===== src/hdl/iaac_pkg.sv =====
// Shared types and constants for the intrusion alarm and access controller.
`timescale 1ns / 1ps
package iaac_pkg;

  localparam int unsigned CfgIdxW  = 3;
  localparam int unsigned InDataW  = 40;
  localparam int unsigned OutDataW = 48;

  localparam logic [CfgIdxW-1:0] RegAuthUid     = 3'd0;
  localparam logic [CfgIdxW-1:0] RegAlarmDur    = 3'd1;
  localparam logic [CfgIdxW-1:0] RegUnlockDur   = 3'd2;
  localparam logic [CfgIdxW-1:0] RegMotionCool  = 3'd3;
  localparam logic [CfgIdxW-1:0] RegBlinkIntvl  = 3'd4;
  localparam logic [CfgIdxW-1:0] RegToneIntvl   = 3'd5;

  localparam logic [31:0] AuthUidRst    = 32'hDEAD_BEEF;
  localparam logic [15:0] AlarmDurRst   = 16'd10000;
  localparam logic [15:0] UnlockDurRst  = 16'd3000;
  localparam logic [15:0] MotionCoolRst = 16'd2000;
  localparam logic [15:0] BlinkIntvlRst = 16'd300;
  localparam logic [15:0] ToneIntvlRst  = 16'd300;

  typedef struct packed {
    logic [31:0] authorised_uid;
    logic [15:0] alarm_duration_ms;
    logic [15:0] unlock_duration_ms;
    logic [15:0] motion_cooldown_ms;
    logic [15:0] blink_interval_ms;
    logic [15:0] tone_interval_ms;
  } cfg_t;

  typedef struct packed {
    logic        reset_cmd;
    logic [31:0] card_uid;
    logic        card_tap;
    logic        motion;
  } item_t;

  typedef struct packed {
    logic [15:0] grants;
    logic [15:0] intrusions;
    logic        access_event;
    logic        alarm_cleared;
    logic        alarm_raised;
    logic        green_lamp;
    logic        door_unlocked;
    logic        siren_high_tone;
    logic        siren_on;
    logic        red_led;
    logic        alarm_on;
  } result_t;

endpackage


===== src/hdl/intrusion_alarm_access_controller_top.sv =====
// Top level: input register, tick logic, result register and config port.
`timescale 1ns / 1ps
// An input item is held in the input register and its result in the result register on the master side.
// Throughput: one item per cycle while m_axis_tready is high; the whole tick is one pass of logic between
// the input register and the result register, and a new item can enter the input register while a
// finished result waits for tready only if the input register is empty.
// Reset: rst_ni is asynchronous, active low; it empties both registers, zeroes
// timers, flags and counters (the siren phase starts high) and loads defaults.
module intrusion_alarm_access_controller_top (
  input  logic                          clk_i,
  input  logic                          rst_ni,
  // Input item stream.
  input  logic                          s_axis_tvalid,
  output logic                          s_axis_tready,
  // tdata: motion[0], card_tap[1], card_uid[33:2], reset_cmd[34], zero[39:35]
  input  logic [iaac_pkg::InDataW-1:0]  s_axis_tdata,
  // Result stream.
  output logic                          m_axis_tvalid,
  input  logic                          m_axis_tready,
  // tdata: alarm_on[0], red_led[1], siren_on[2], siren_high_tone[3],
  // door_unlocked[4], green_lamp[5], alarm_raised[6], alarm_cleared[7],
  // access_event[8], intrusions[24:9], grants[40:25], zero[47:41]
  output logic [iaac_pkg::OutDataW-1:0] m_axis_tdata,
  // Configuration writes.
  input  logic                          cfg_valid_i,
  output logic                          cfg_ready_o,
  input  logic [iaac_pkg::CfgIdxW-1:0]  cfg_index_i,
  input  logic [31:0]                   cfg_data_i
);

  localparam int unsigned ItemW = $bits(iaac_pkg::item_t);
  localparam int unsigned ResW  = $bits(iaac_pkg::result_t);

  iaac_pkg::cfg_t    cfg;
  iaac_pkg::item_t   item_q;
  iaac_pkg::result_t res;
  iaac_pkg::result_t res_q;
  logic              in_vld_q;
  logic              out_vld_q;
  logic              step;

  // Register file takes a write every cycle.
  assign cfg_ready_o = 1'b1;

  iaac_cfg_regs u_cfg (
    .clk_i     (clk_i),
    .rst_ni    (rst_ni),
    .wr_en_i   (cfg_valid_i),
    .wr_idx_i  (cfg_index_i),
    .wr_data_i (cfg_data_i),
    .cfg_o     (cfg)
  );

  // Advance the held item when the result register is free or being drained.
  assign step          = in_vld_q && (!out_vld_q || m_axis_tready);
  assign s_axis_tready = !in_vld_q || step;

  always_ff @(posedge clk_i or negedge rst_ni) begin
    if (!rst_ni) begin
      in_vld_q <= 1'b0;
    end else if (s_axis_tready) begin
      in_vld_q <= s_axis_tvalid;
    end
  end

  // Payload holds until the next transfer; no reset needed.
  always_ff @(posedge clk_i) begin
    if (s_axis_tready && s_axis_tvalid) begin
      item_q <= s_axis_tdata[ItemW-1:0];
    end
  end

  iaac_core u_core (
    .clk_i  (clk_i),
    .rst_ni (rst_ni),
    .step_i (step),
    .cfg_i  (cfg),
    .item_i (item_q),
    .res_o  (res)
  );

  // Result register: load on a step, drop the valid once the result is taken.
  always_ff @(posedge clk_i or negedge rst_ni) begin
    if (!rst_ni) begin
      out_vld_q <= 1'b0;
    end else if (step) begin
      out_vld_q <= 1'b1;
    end else if (m_axis_tready) begin
      out_vld_q <= 1'b0;
    end
  end

  always_ff @(posedge clk_i) begin
    if (step) begin
      res_q <= res;
    end
  end

  assign m_axis_tvalid = out_vld_q;
  assign m_axis_tdata  = {{(iaac_pkg::OutDataW - ResW){1'b0}}, res_q};

endmodule


===== src/hdl/iaac_cfg_regs.sv =====
// Configuration register file with reset defaults.
`timescale 1ns / 1ps
module iaac_cfg_regs (
  input  logic                          clk_i,
  input  logic                          rst_ni,
  input  logic                          wr_en_i,
  input  logic [iaac_pkg::CfgIdxW-1:0]  wr_idx_i,
  input  logic [31:0]                   wr_data_i,
  output iaac_pkg::cfg_t                cfg_o
);

  iaac_pkg::cfg_t cfg_q, cfg_d;

  always_comb begin
    cfg_d = cfg_q;
    if (wr_en_i) begin
      case (wr_idx_i)
        iaac_pkg::RegAuthUid:    cfg_d.authorised_uid     = wr_data_i;
        iaac_pkg::RegAlarmDur:   cfg_d.alarm_duration_ms  = wr_data_i[15:0];
        iaac_pkg::RegUnlockDur:  cfg_d.unlock_duration_ms = wr_data_i[15:0];
        iaac_pkg::RegMotionCool: cfg_d.motion_cooldown_ms = wr_data_i[15:0];
        iaac_pkg::RegBlinkIntvl: cfg_d.blink_interval_ms  = wr_data_i[15:0];
        iaac_pkg::RegToneIntvl:  cfg_d.tone_interval_ms   = wr_data_i[15:0];
        default: ;  // unused indexes drop the write
      endcase
    end
  end

  always_ff @(posedge clk_i or negedge rst_ni) begin
    if (!rst_ni) begin
      cfg_q.authorised_uid     <= iaac_pkg::AuthUidRst;
      cfg_q.alarm_duration_ms  <= iaac_pkg::AlarmDurRst;
      cfg_q.unlock_duration_ms <= iaac_pkg::UnlockDurRst;
      cfg_q.motion_cooldown_ms <= iaac_pkg::MotionCoolRst;
      cfg_q.blink_interval_ms  <= iaac_pkg::BlinkIntvlRst;
      cfg_q.tone_interval_ms   <= iaac_pkg::ToneIntvlRst;
    end else begin
      cfg_q <= cfg_d;
    end
  end

  assign cfg_o = cfg_q;

endmodule


===== src/hdl/iaac_core.sv =====
// Per-tick controller state and next-state logic for one item.
`timescale 1ns / 1ps
module iaac_core (
  input  logic              clk_i,
  input  logic              rst_ni,
  input  logic              step_i,
  input  iaac_pkg::cfg_t    cfg_i,
  input  iaac_pkg::item_t   item_i,
  output iaac_pkg::result_t res_o
);

  logic [31:0] now_q, now_d;
  logic [31:0] motion_t_q, motion_t_d;
  logic [31:0] alarm_t_q, alarm_t_d;
  logic [31:0] blink_t_q, blink_t_d;
  logic [31:0] tone_t_q, tone_t_d;
  logic [31:0] unlock_t_q, unlock_t_d;
  logic        alarm_q, alarm_d;
  logic        access_q, access_d;
  logic        timing_q, timing_d;
  logic        blink_q, blink_d;
  logic        siren_q, siren_d;
  logic        high_q, high_d;
  logic        door_q, door_d;
  logic        green_q, green_d;
  logic        red_q, red_d;
  logic [15:0] intr_q, intr_d;
  logic [15:0] grant_q, grant_d;

  logic raised, cleared, granted;
  logic alarm_exp, blink_due, tone_due, unlock_exp, motion_ok, uid_match, do_raise;

  // Elapsed-time tests, all in wrapping 32-bit arithmetic.
  assign alarm_exp  = (now_q - alarm_t_q)  >= {16'd0, cfg_i.alarm_duration_ms};
  assign blink_due  = (now_q - blink_t_q)  >= {16'd0, cfg_i.blink_interval_ms};
  assign tone_due   = (now_q - tone_t_q)   >= {16'd0, cfg_i.tone_interval_ms};
  assign unlock_exp = (now_q - unlock_t_q) >= {16'd0, cfg_i.unlock_duration_ms};
  assign motion_ok  = item_i.motion &&
                      ((now_q - motion_t_q) >= {16'd0, cfg_i.motion_cooldown_ms});
  assign uid_match  = item_i.card_uid == cfg_i.authorised_uid;

  always_comb begin
    now_d      = now_q + 32'd1;
    motion_t_d = motion_t_q;
    alarm_t_d  = alarm_t_q;
    blink_t_d  = blink_t_q;
    tone_t_d   = tone_t_q;
    unlock_t_d = unlock_t_q;
    alarm_d    = alarm_q;
    access_d   = access_q;
    timing_d   = timing_q;
    blink_d    = blink_q;
    siren_d    = siren_q;
    high_d     = high_q;
    door_d     = door_q;
    green_d    = green_q;
    red_d      = red_q;
    intr_d     = intr_q;
    grant_d    = grant_q;
    raised     = 1'b0;
    cleared    = 1'b0;
    granted    = 1'b0;
    do_raise   = 1'b0;

    // Timed alarm expiry.
    if (alarm_d && alarm_exp) begin
      alarm_d = 1'b0;
      red_d   = 1'b0;
      siren_d = 1'b0;
      cleared = 1'b1;
    end

    // Lamp blink and siren tone while the alarm runs.
    if (alarm_d) begin
      if (blink_due) begin
        blink_t_d = now_q;
        blink_d   = ~blink_q;
        red_d     = ~blink_q;
      end
      if (siren_d && tone_due) begin
        tone_t_d = now_q;
        high_d   = ~high_q;
      end
    end

    // Unlock expiry.
    if (timing_d && unlock_exp) begin
      door_d   = 1'b0;
      green_d  = 1'b0;
      access_d = 1'b0;
      timing_d = 1'b0;
    end

    if (motion_ok) begin
      motion_t_d = now_q;
    end

    // Motion and a foreign card raise at most once per tick.
    do_raise = (motion_ok || (item_i.card_tap && !uid_match)) && !alarm_d && !access_d;
    if (do_raise) begin
      alarm_d   = 1'b1;
      alarm_t_d = now_q;
      blink_t_d = now_q;
      tone_t_d  = now_q;
      if (intr_d != 16'hFFFF) intr_d = intr_d + 16'd1;
      siren_d   = 1'b1;
      high_d    = 1'b1;
      door_d    = 1'b0;
      raised    = 1'b1;
    end

    if (item_i.card_tap && uid_match) begin
      if (alarm_d) begin
        alarm_d = 1'b0;
        red_d   = 1'b0;
        siren_d = 1'b0;
        cleared = 1'b1;
      end
      access_d   = 1'b1;
      if (grant_d != 16'hFFFF) grant_d = grant_d + 16'd1;
      timing_d   = 1'b1;
      unlock_t_d = now_q;
      green_d    = 1'b1;
      door_d     = 1'b1;
      granted    = 1'b1;
    end else if (!item_i.card_tap && item_i.reset_cmd && alarm_d) begin
      alarm_d = 1'b0;
      red_d   = 1'b0;
      siren_d = 1'b0;
      cleared = 1'b1;
    end

    res_o.alarm_on        = alarm_d;
    res_o.red_led         = red_d;
    res_o.siren_on        = siren_d;
    res_o.siren_high_tone = siren_d && high_d;
    res_o.door_unlocked   = door_d;
    res_o.green_lamp      = green_d;
    res_o.alarm_raised    = raised;
    res_o.alarm_cleared   = cleared;
    res_o.access_event    = granted;
    res_o.intrusions      = intr_d;
    res_o.grants          = grant_d;
  end

  always_ff @(posedge clk_i or negedge rst_ni) begin
    if (!rst_ni) begin
      now_q      <= '0;
      motion_t_q <= '0;
      alarm_t_q  <= '0;
      blink_t_q  <= '0;
      tone_t_q   <= '0;
      unlock_t_q <= '0;
      alarm_q    <= 1'b0;
      access_q   <= 1'b0;
      timing_q   <= 1'b0;
      blink_q    <= 1'b0;
      siren_q    <= 1'b0;
      high_q     <= 1'b1;
      door_q     <= 1'b0;
      green_q    <= 1'b0;
      red_q      <= 1'b0;
      intr_q     <= '0;
      grant_q    <= '0;
    end else if (step_i) begin
      now_q      <= now_d;
      motion_t_q <= motion_t_d;
      alarm_t_q  <= alarm_t_d;
      blink_t_q  <= blink_t_d;
      tone_t_q   <= tone_t_d;
      unlock_t_q <= unlock_t_d;
      alarm_q    <= alarm_d;
      access_q   <= access_d;
      timing_q   <= timing_d;
      blink_q    <= blink_d;
      siren_q    <= siren_d;
      high_q     <= high_d;
      door_q     <= door_d;
      green_q    <= green_d;
      red_q      <= red_d;
      intr_q     <= intr_d;
      grant_q    <= grant_d;
    end
  end

endmodule

===== config.mk =====
export PLATFORM = sky130hd
export DESIGN_NAME = intrusion_alarm_access_controller_top
export DESIGN_NICKNAME = d
export VERILOG_FILES = /design/src/hdl/iaac_pkg.sv /design/src/hdl/intrusion_alarm_access_controller_top.sv /design/src/hdl/iaac_cfg_regs.sv /design/src/hdl/iaac_core.sv
export SDC_FILE = /design/constraint.sdc
export NUM_CORES = 1
export LEC_CHECK = 0
export ABC_CLOCK_PERIOD_IN_PS = 16600
export BUFFER_PORTS_ARGS = -buffer_cell sky130_fd_sc_hd__buf_2
export CORE_ASPECT_RATIO = 1.1
export CORE_MARGIN = 8
export CORE_UTILIZATION = 55
export DETAILED_ROUTE_END_ITERATION = 10
export HOLD_SLACK_MARGIN = 0.03
export PLACE_DENSITY = 0.76
export SLEW_MARGIN = 10
export SYNTH_ARGS = -nofsm -noshare
export SYNTH_HDL_FRONTEND = slang
export SYNTH_SLANG_ARGS = --single-unit
export TNS_END_PERCENT = 5

===== constraint.sdc =====
create_clock -name clk_i -period 16.6 [get_ports clk_i]
set_input_delay 3.32 -clock clk_i [delete_from_list [all_inputs] [get_ports clk_i]]
set_output_delay 3.32 -clock clk_i [all_outputs]
set_load 0.01 [all_outputs]

==> impl_metrics.yaml <==
timing:
  min_period_over_period_pct: 47.0
  fin_tns_setup_ps: 0
  worst_pin_slew_ps: 1030
  finalSetupViolCount: 0
  rsz0062_at_grt: "false"
  finalClockSkew_ps: 27.3
  fmax_mhz: 128
  fin_hold_ws_ps: 485
  slew_violations: 0
  hold_viol_final: 0
  slew_headroom_pct: 31.1
  period_minus_slack_ps: 7810
clocking:
  cts_hold_buf: 0
  ctsLongestPathBuffers: 3
  h-tree-depth: 2
  cts_resized: 0
  post_cts_buffers: 0
  clkTransAtPathRegs_ps: 60
  root_buffer: "clkbuf_16"
  cts_tree: "done"
  insertion_delay_ps: 600
  cts_buffers: 45
  clock-sinks: 423
finish:
  final_area_mm2: 0.0312
  finalNonFillerCells: 3791
  antennaDiodeCount: 0
  nets: 3410
  drive_gt1_share_pct: 15.3
  synthToLayoutAreaGrowth_pct: 9.75
route:
  first_iter_violations: 1627
  first_pass_iters: 6
  antenna_left: 0
  wl_um: 77500
  routed_via_density: 6.05
  drc_errors: 0
  via_count: 23000
  wl_per_cell_um: 20.4
floorplanning:
  die_height_um: 255
  die_w_um: 233
  rows: 87
  io_pins: 131
  core_area_mm2: 0.0512
  die_area_mm2: 0.0593
  start_util_pct: 55.6
worst_hold_path:
  min_path_type: "reg2reg"
  hold_depth: 2
grt:
  antenna_found_initial: 1
  grt_pass1_wl_um: 122000
  grtUsageTotal_pct: 25.9
  gr-total-overflow: 0
  grt_max_degree: 161
  grt_pass1_vias: 22800
setup_path:
  crit_type: "reg2reg"
  arrival_ps: 8270
  crit_path_max_incr_delay_ps: 780
  cp.required_ps: 17070
  cp_cell_sequence: "inv_1 -> ha_1 -> inv_1 -> fa_1 -> a211oi_1 -> o21ai_1 -> a21oi_1 -> nor3_1 -> nor2_1 -> xnor2_1 -> ha_1 -> a21o_1 -> a2111oi_2 -> o311ai_1 -> nor4b_1 -> o2111a_1 -> o2111ai_1 -> or4_4 -> o41ai_4 -> o2bb2ai_2 -> nand2b_1 -> a21oi_4 -> buf_4 -> mux2_1"
  start_kind: "flip-flop"
  end_kind: "flip-flop"
  reg2reg_depth: 24
  crit_slowest_cell: "nand2b_1"
  cp_max_fo: 32
run:
  max_cap_viol_count: 0
placed_design:
  gp_congestion: 0.927
  dp.cells: 3707
  hpwl_um: 56700
  dpl_cell_area_mm2: 0.0297
  io_buffer_count: 117
synthesis:
  synthTopCellsByCount: "dfrtp_1, nand2_1, inv_1"
  async_reset_ff_share_pct: 82.0
  yosysTopAreaCell: "dfrtp_1"
  ys.flop_type: "dfrtp_1"
  synth_cells: 2997
  synthTopCellsByArea: "dfrtp_1, ha_1, edfxtp_1, mux2_2, dfstp_2"
  ys_seq_elements: 423
  synth.top_cell.area_share_pct: 26.0
  synth.yosys.seq_area_share_pct: 38.8
  synth_most_common_cell: "dfrtp_1"
  syn_avg_cell_area_um2: 9.50
  synth_cell_types: 95
  synth_edf_count: 76
  yosys_warnings: 0
  syn-cell-area_mm2: 0.0285
outcome:
  status: "complete, no violations"
power:
  leakage_nw: 14.9
  power-per-cell-area_mw_per_mm2: 155
  total_power_mw: 4.84
  ir_drop_v: 0.000130
stage by stage:
step / utilization [%] / worst slack, ps
2_1_floorplan: - / 9750
3_5_place_dp: 58.1 / 8920
5_1_grt: 61.1 / 8380
6_report: 61.1 / 8790
4_1_cts: 61.1 / 8870
3_3_place_gp: 58.1 / 8930
layout by cell type (no fill, tap or decap), drive strengths merged, types with 60 or more instances in the layout:
master / Yosys / final
a21oi: 195 / 195
buf: 32 / 158
clkbuf: 89 / 65
dfrtp: 296 / 296
edfxtp: 76 / 76
ha: 238 / 238
inv: 283 / 285
mux2: 198 / 198
nand2: 287 / 287
nand3: 73 / 73
nand4: 60 / 60
nor2: 136 / 136
o21ai: 211 / 211
xnor2: 119 / 119
xor2: 96 / 96
layer usage:
layer | track usage, % | part of all wire (%) | routed length, um | up-vias
met5 | 0 | 0 | 0 | -
met4 | 14.3 | 6.5 | 5010 | 0
met3 | 4.05 | 5.5 | 4290 | 200
met2 | 42.6 | 46 | 35700 | 744
met1 | 32.4 | 42 | 32500 | 11200
li1 | - | - | - | 10800
flip-flops by register name, indices dropped and copies added, names as in the netlist, 16 cells and up:
name / count
u_core.tone_t_q: 32
u_core.blink_t_q: 32
u_core.motion_t_q: 32
u_core.alarm_t_q: 32
u_cfg.cfg_o: 112
u_core.grant_q: 16
u_core.now_q: 32
m_axis_tdata: 41
u_core.intr_q: 16
item_q: 35
u_core.unlock_t_q: 32
layout make-up:
| cell class | count | area (um^2) |
|---|---|---|
| tap | 667 | 835 |
| clock inverter | 19 | 208 |
| inverter | 283 | 1060 |
| fill | 4285 | 19900 |
| clock buffer | 65 | 1310 |
| multi-input combinational | 2176 | 15900 |
| sequential | 423 | 11000 |
| timing repair buffer | 158 | 916 |
where the power goes:
group / switching (mW) / leakage, nW / total, mW / internal (mW)
combinational: 1.41 / 8.93 / 2.50 / 1.09
clock: 0.436 / 0.751 / 1.05 / 0.614
sequential: 0.0842 / 5.20 / 1.29 / 1.20
total: 1.94 / 14.9 / 4.84 / 2.90
worst max-delay path, delay by kind of cell (launching register included):
kind            cells  cell delay (ps)
compound gates     11             3160
simple gates        5             1770
fa+ha+maj           3              940
buf+inv             3              730
flops               1              460
mux                 1              390
xor+xnor            1              150
cell families (layout without fill, tap and decap cells):
family	Yosys count	in the layout	share of synthesized area, %
flip-flops	423	423	38.8
AO/OA/AOI/OAI	728	728	16.3
multiplexers	210	210	8.61
other	2	8	0.0264
adder cells (fa/ha/maj)	243	243	10.8
AND/OR/NAND/NOR	772	772	13.2
XOR/XNOR	215	215	6.62
buffers and inverters	404	525	5.67
worst paths after layout:
kind / start / slack [ps] / to
max: u_core.now_q[0]$_DFFE_PN0P_ / 8790 / u_core.tone_t_q[0]$_DFFE_PN0P_
min: u_core.motion_t_q[27]$_DFFE_PN0P_ / 490 / u_core.motion_t_q[27]$_DFFE_PN0P_
max reg2reg: u_core.now_q[0]$_DFFE_PN0P_ / 8790 / u_core.tone_t_q[0]$_DFFE_PN0P_
min reg2reg: u_core.motion_t_q[27]$_DFFE_PN0P_ / 490 / u_core.motion_t_q[27]$_DFFE_PN0P_
max in group asynchronous: rst_ni / 11520 / u_core.now_q[14]$_DFFE_PN0P_
min in group asynchronous: rst_ni / 2740 / in_vld_q$_DFFE_PN0N_
No activity file was read; power rests on OpenSTA's default activity.
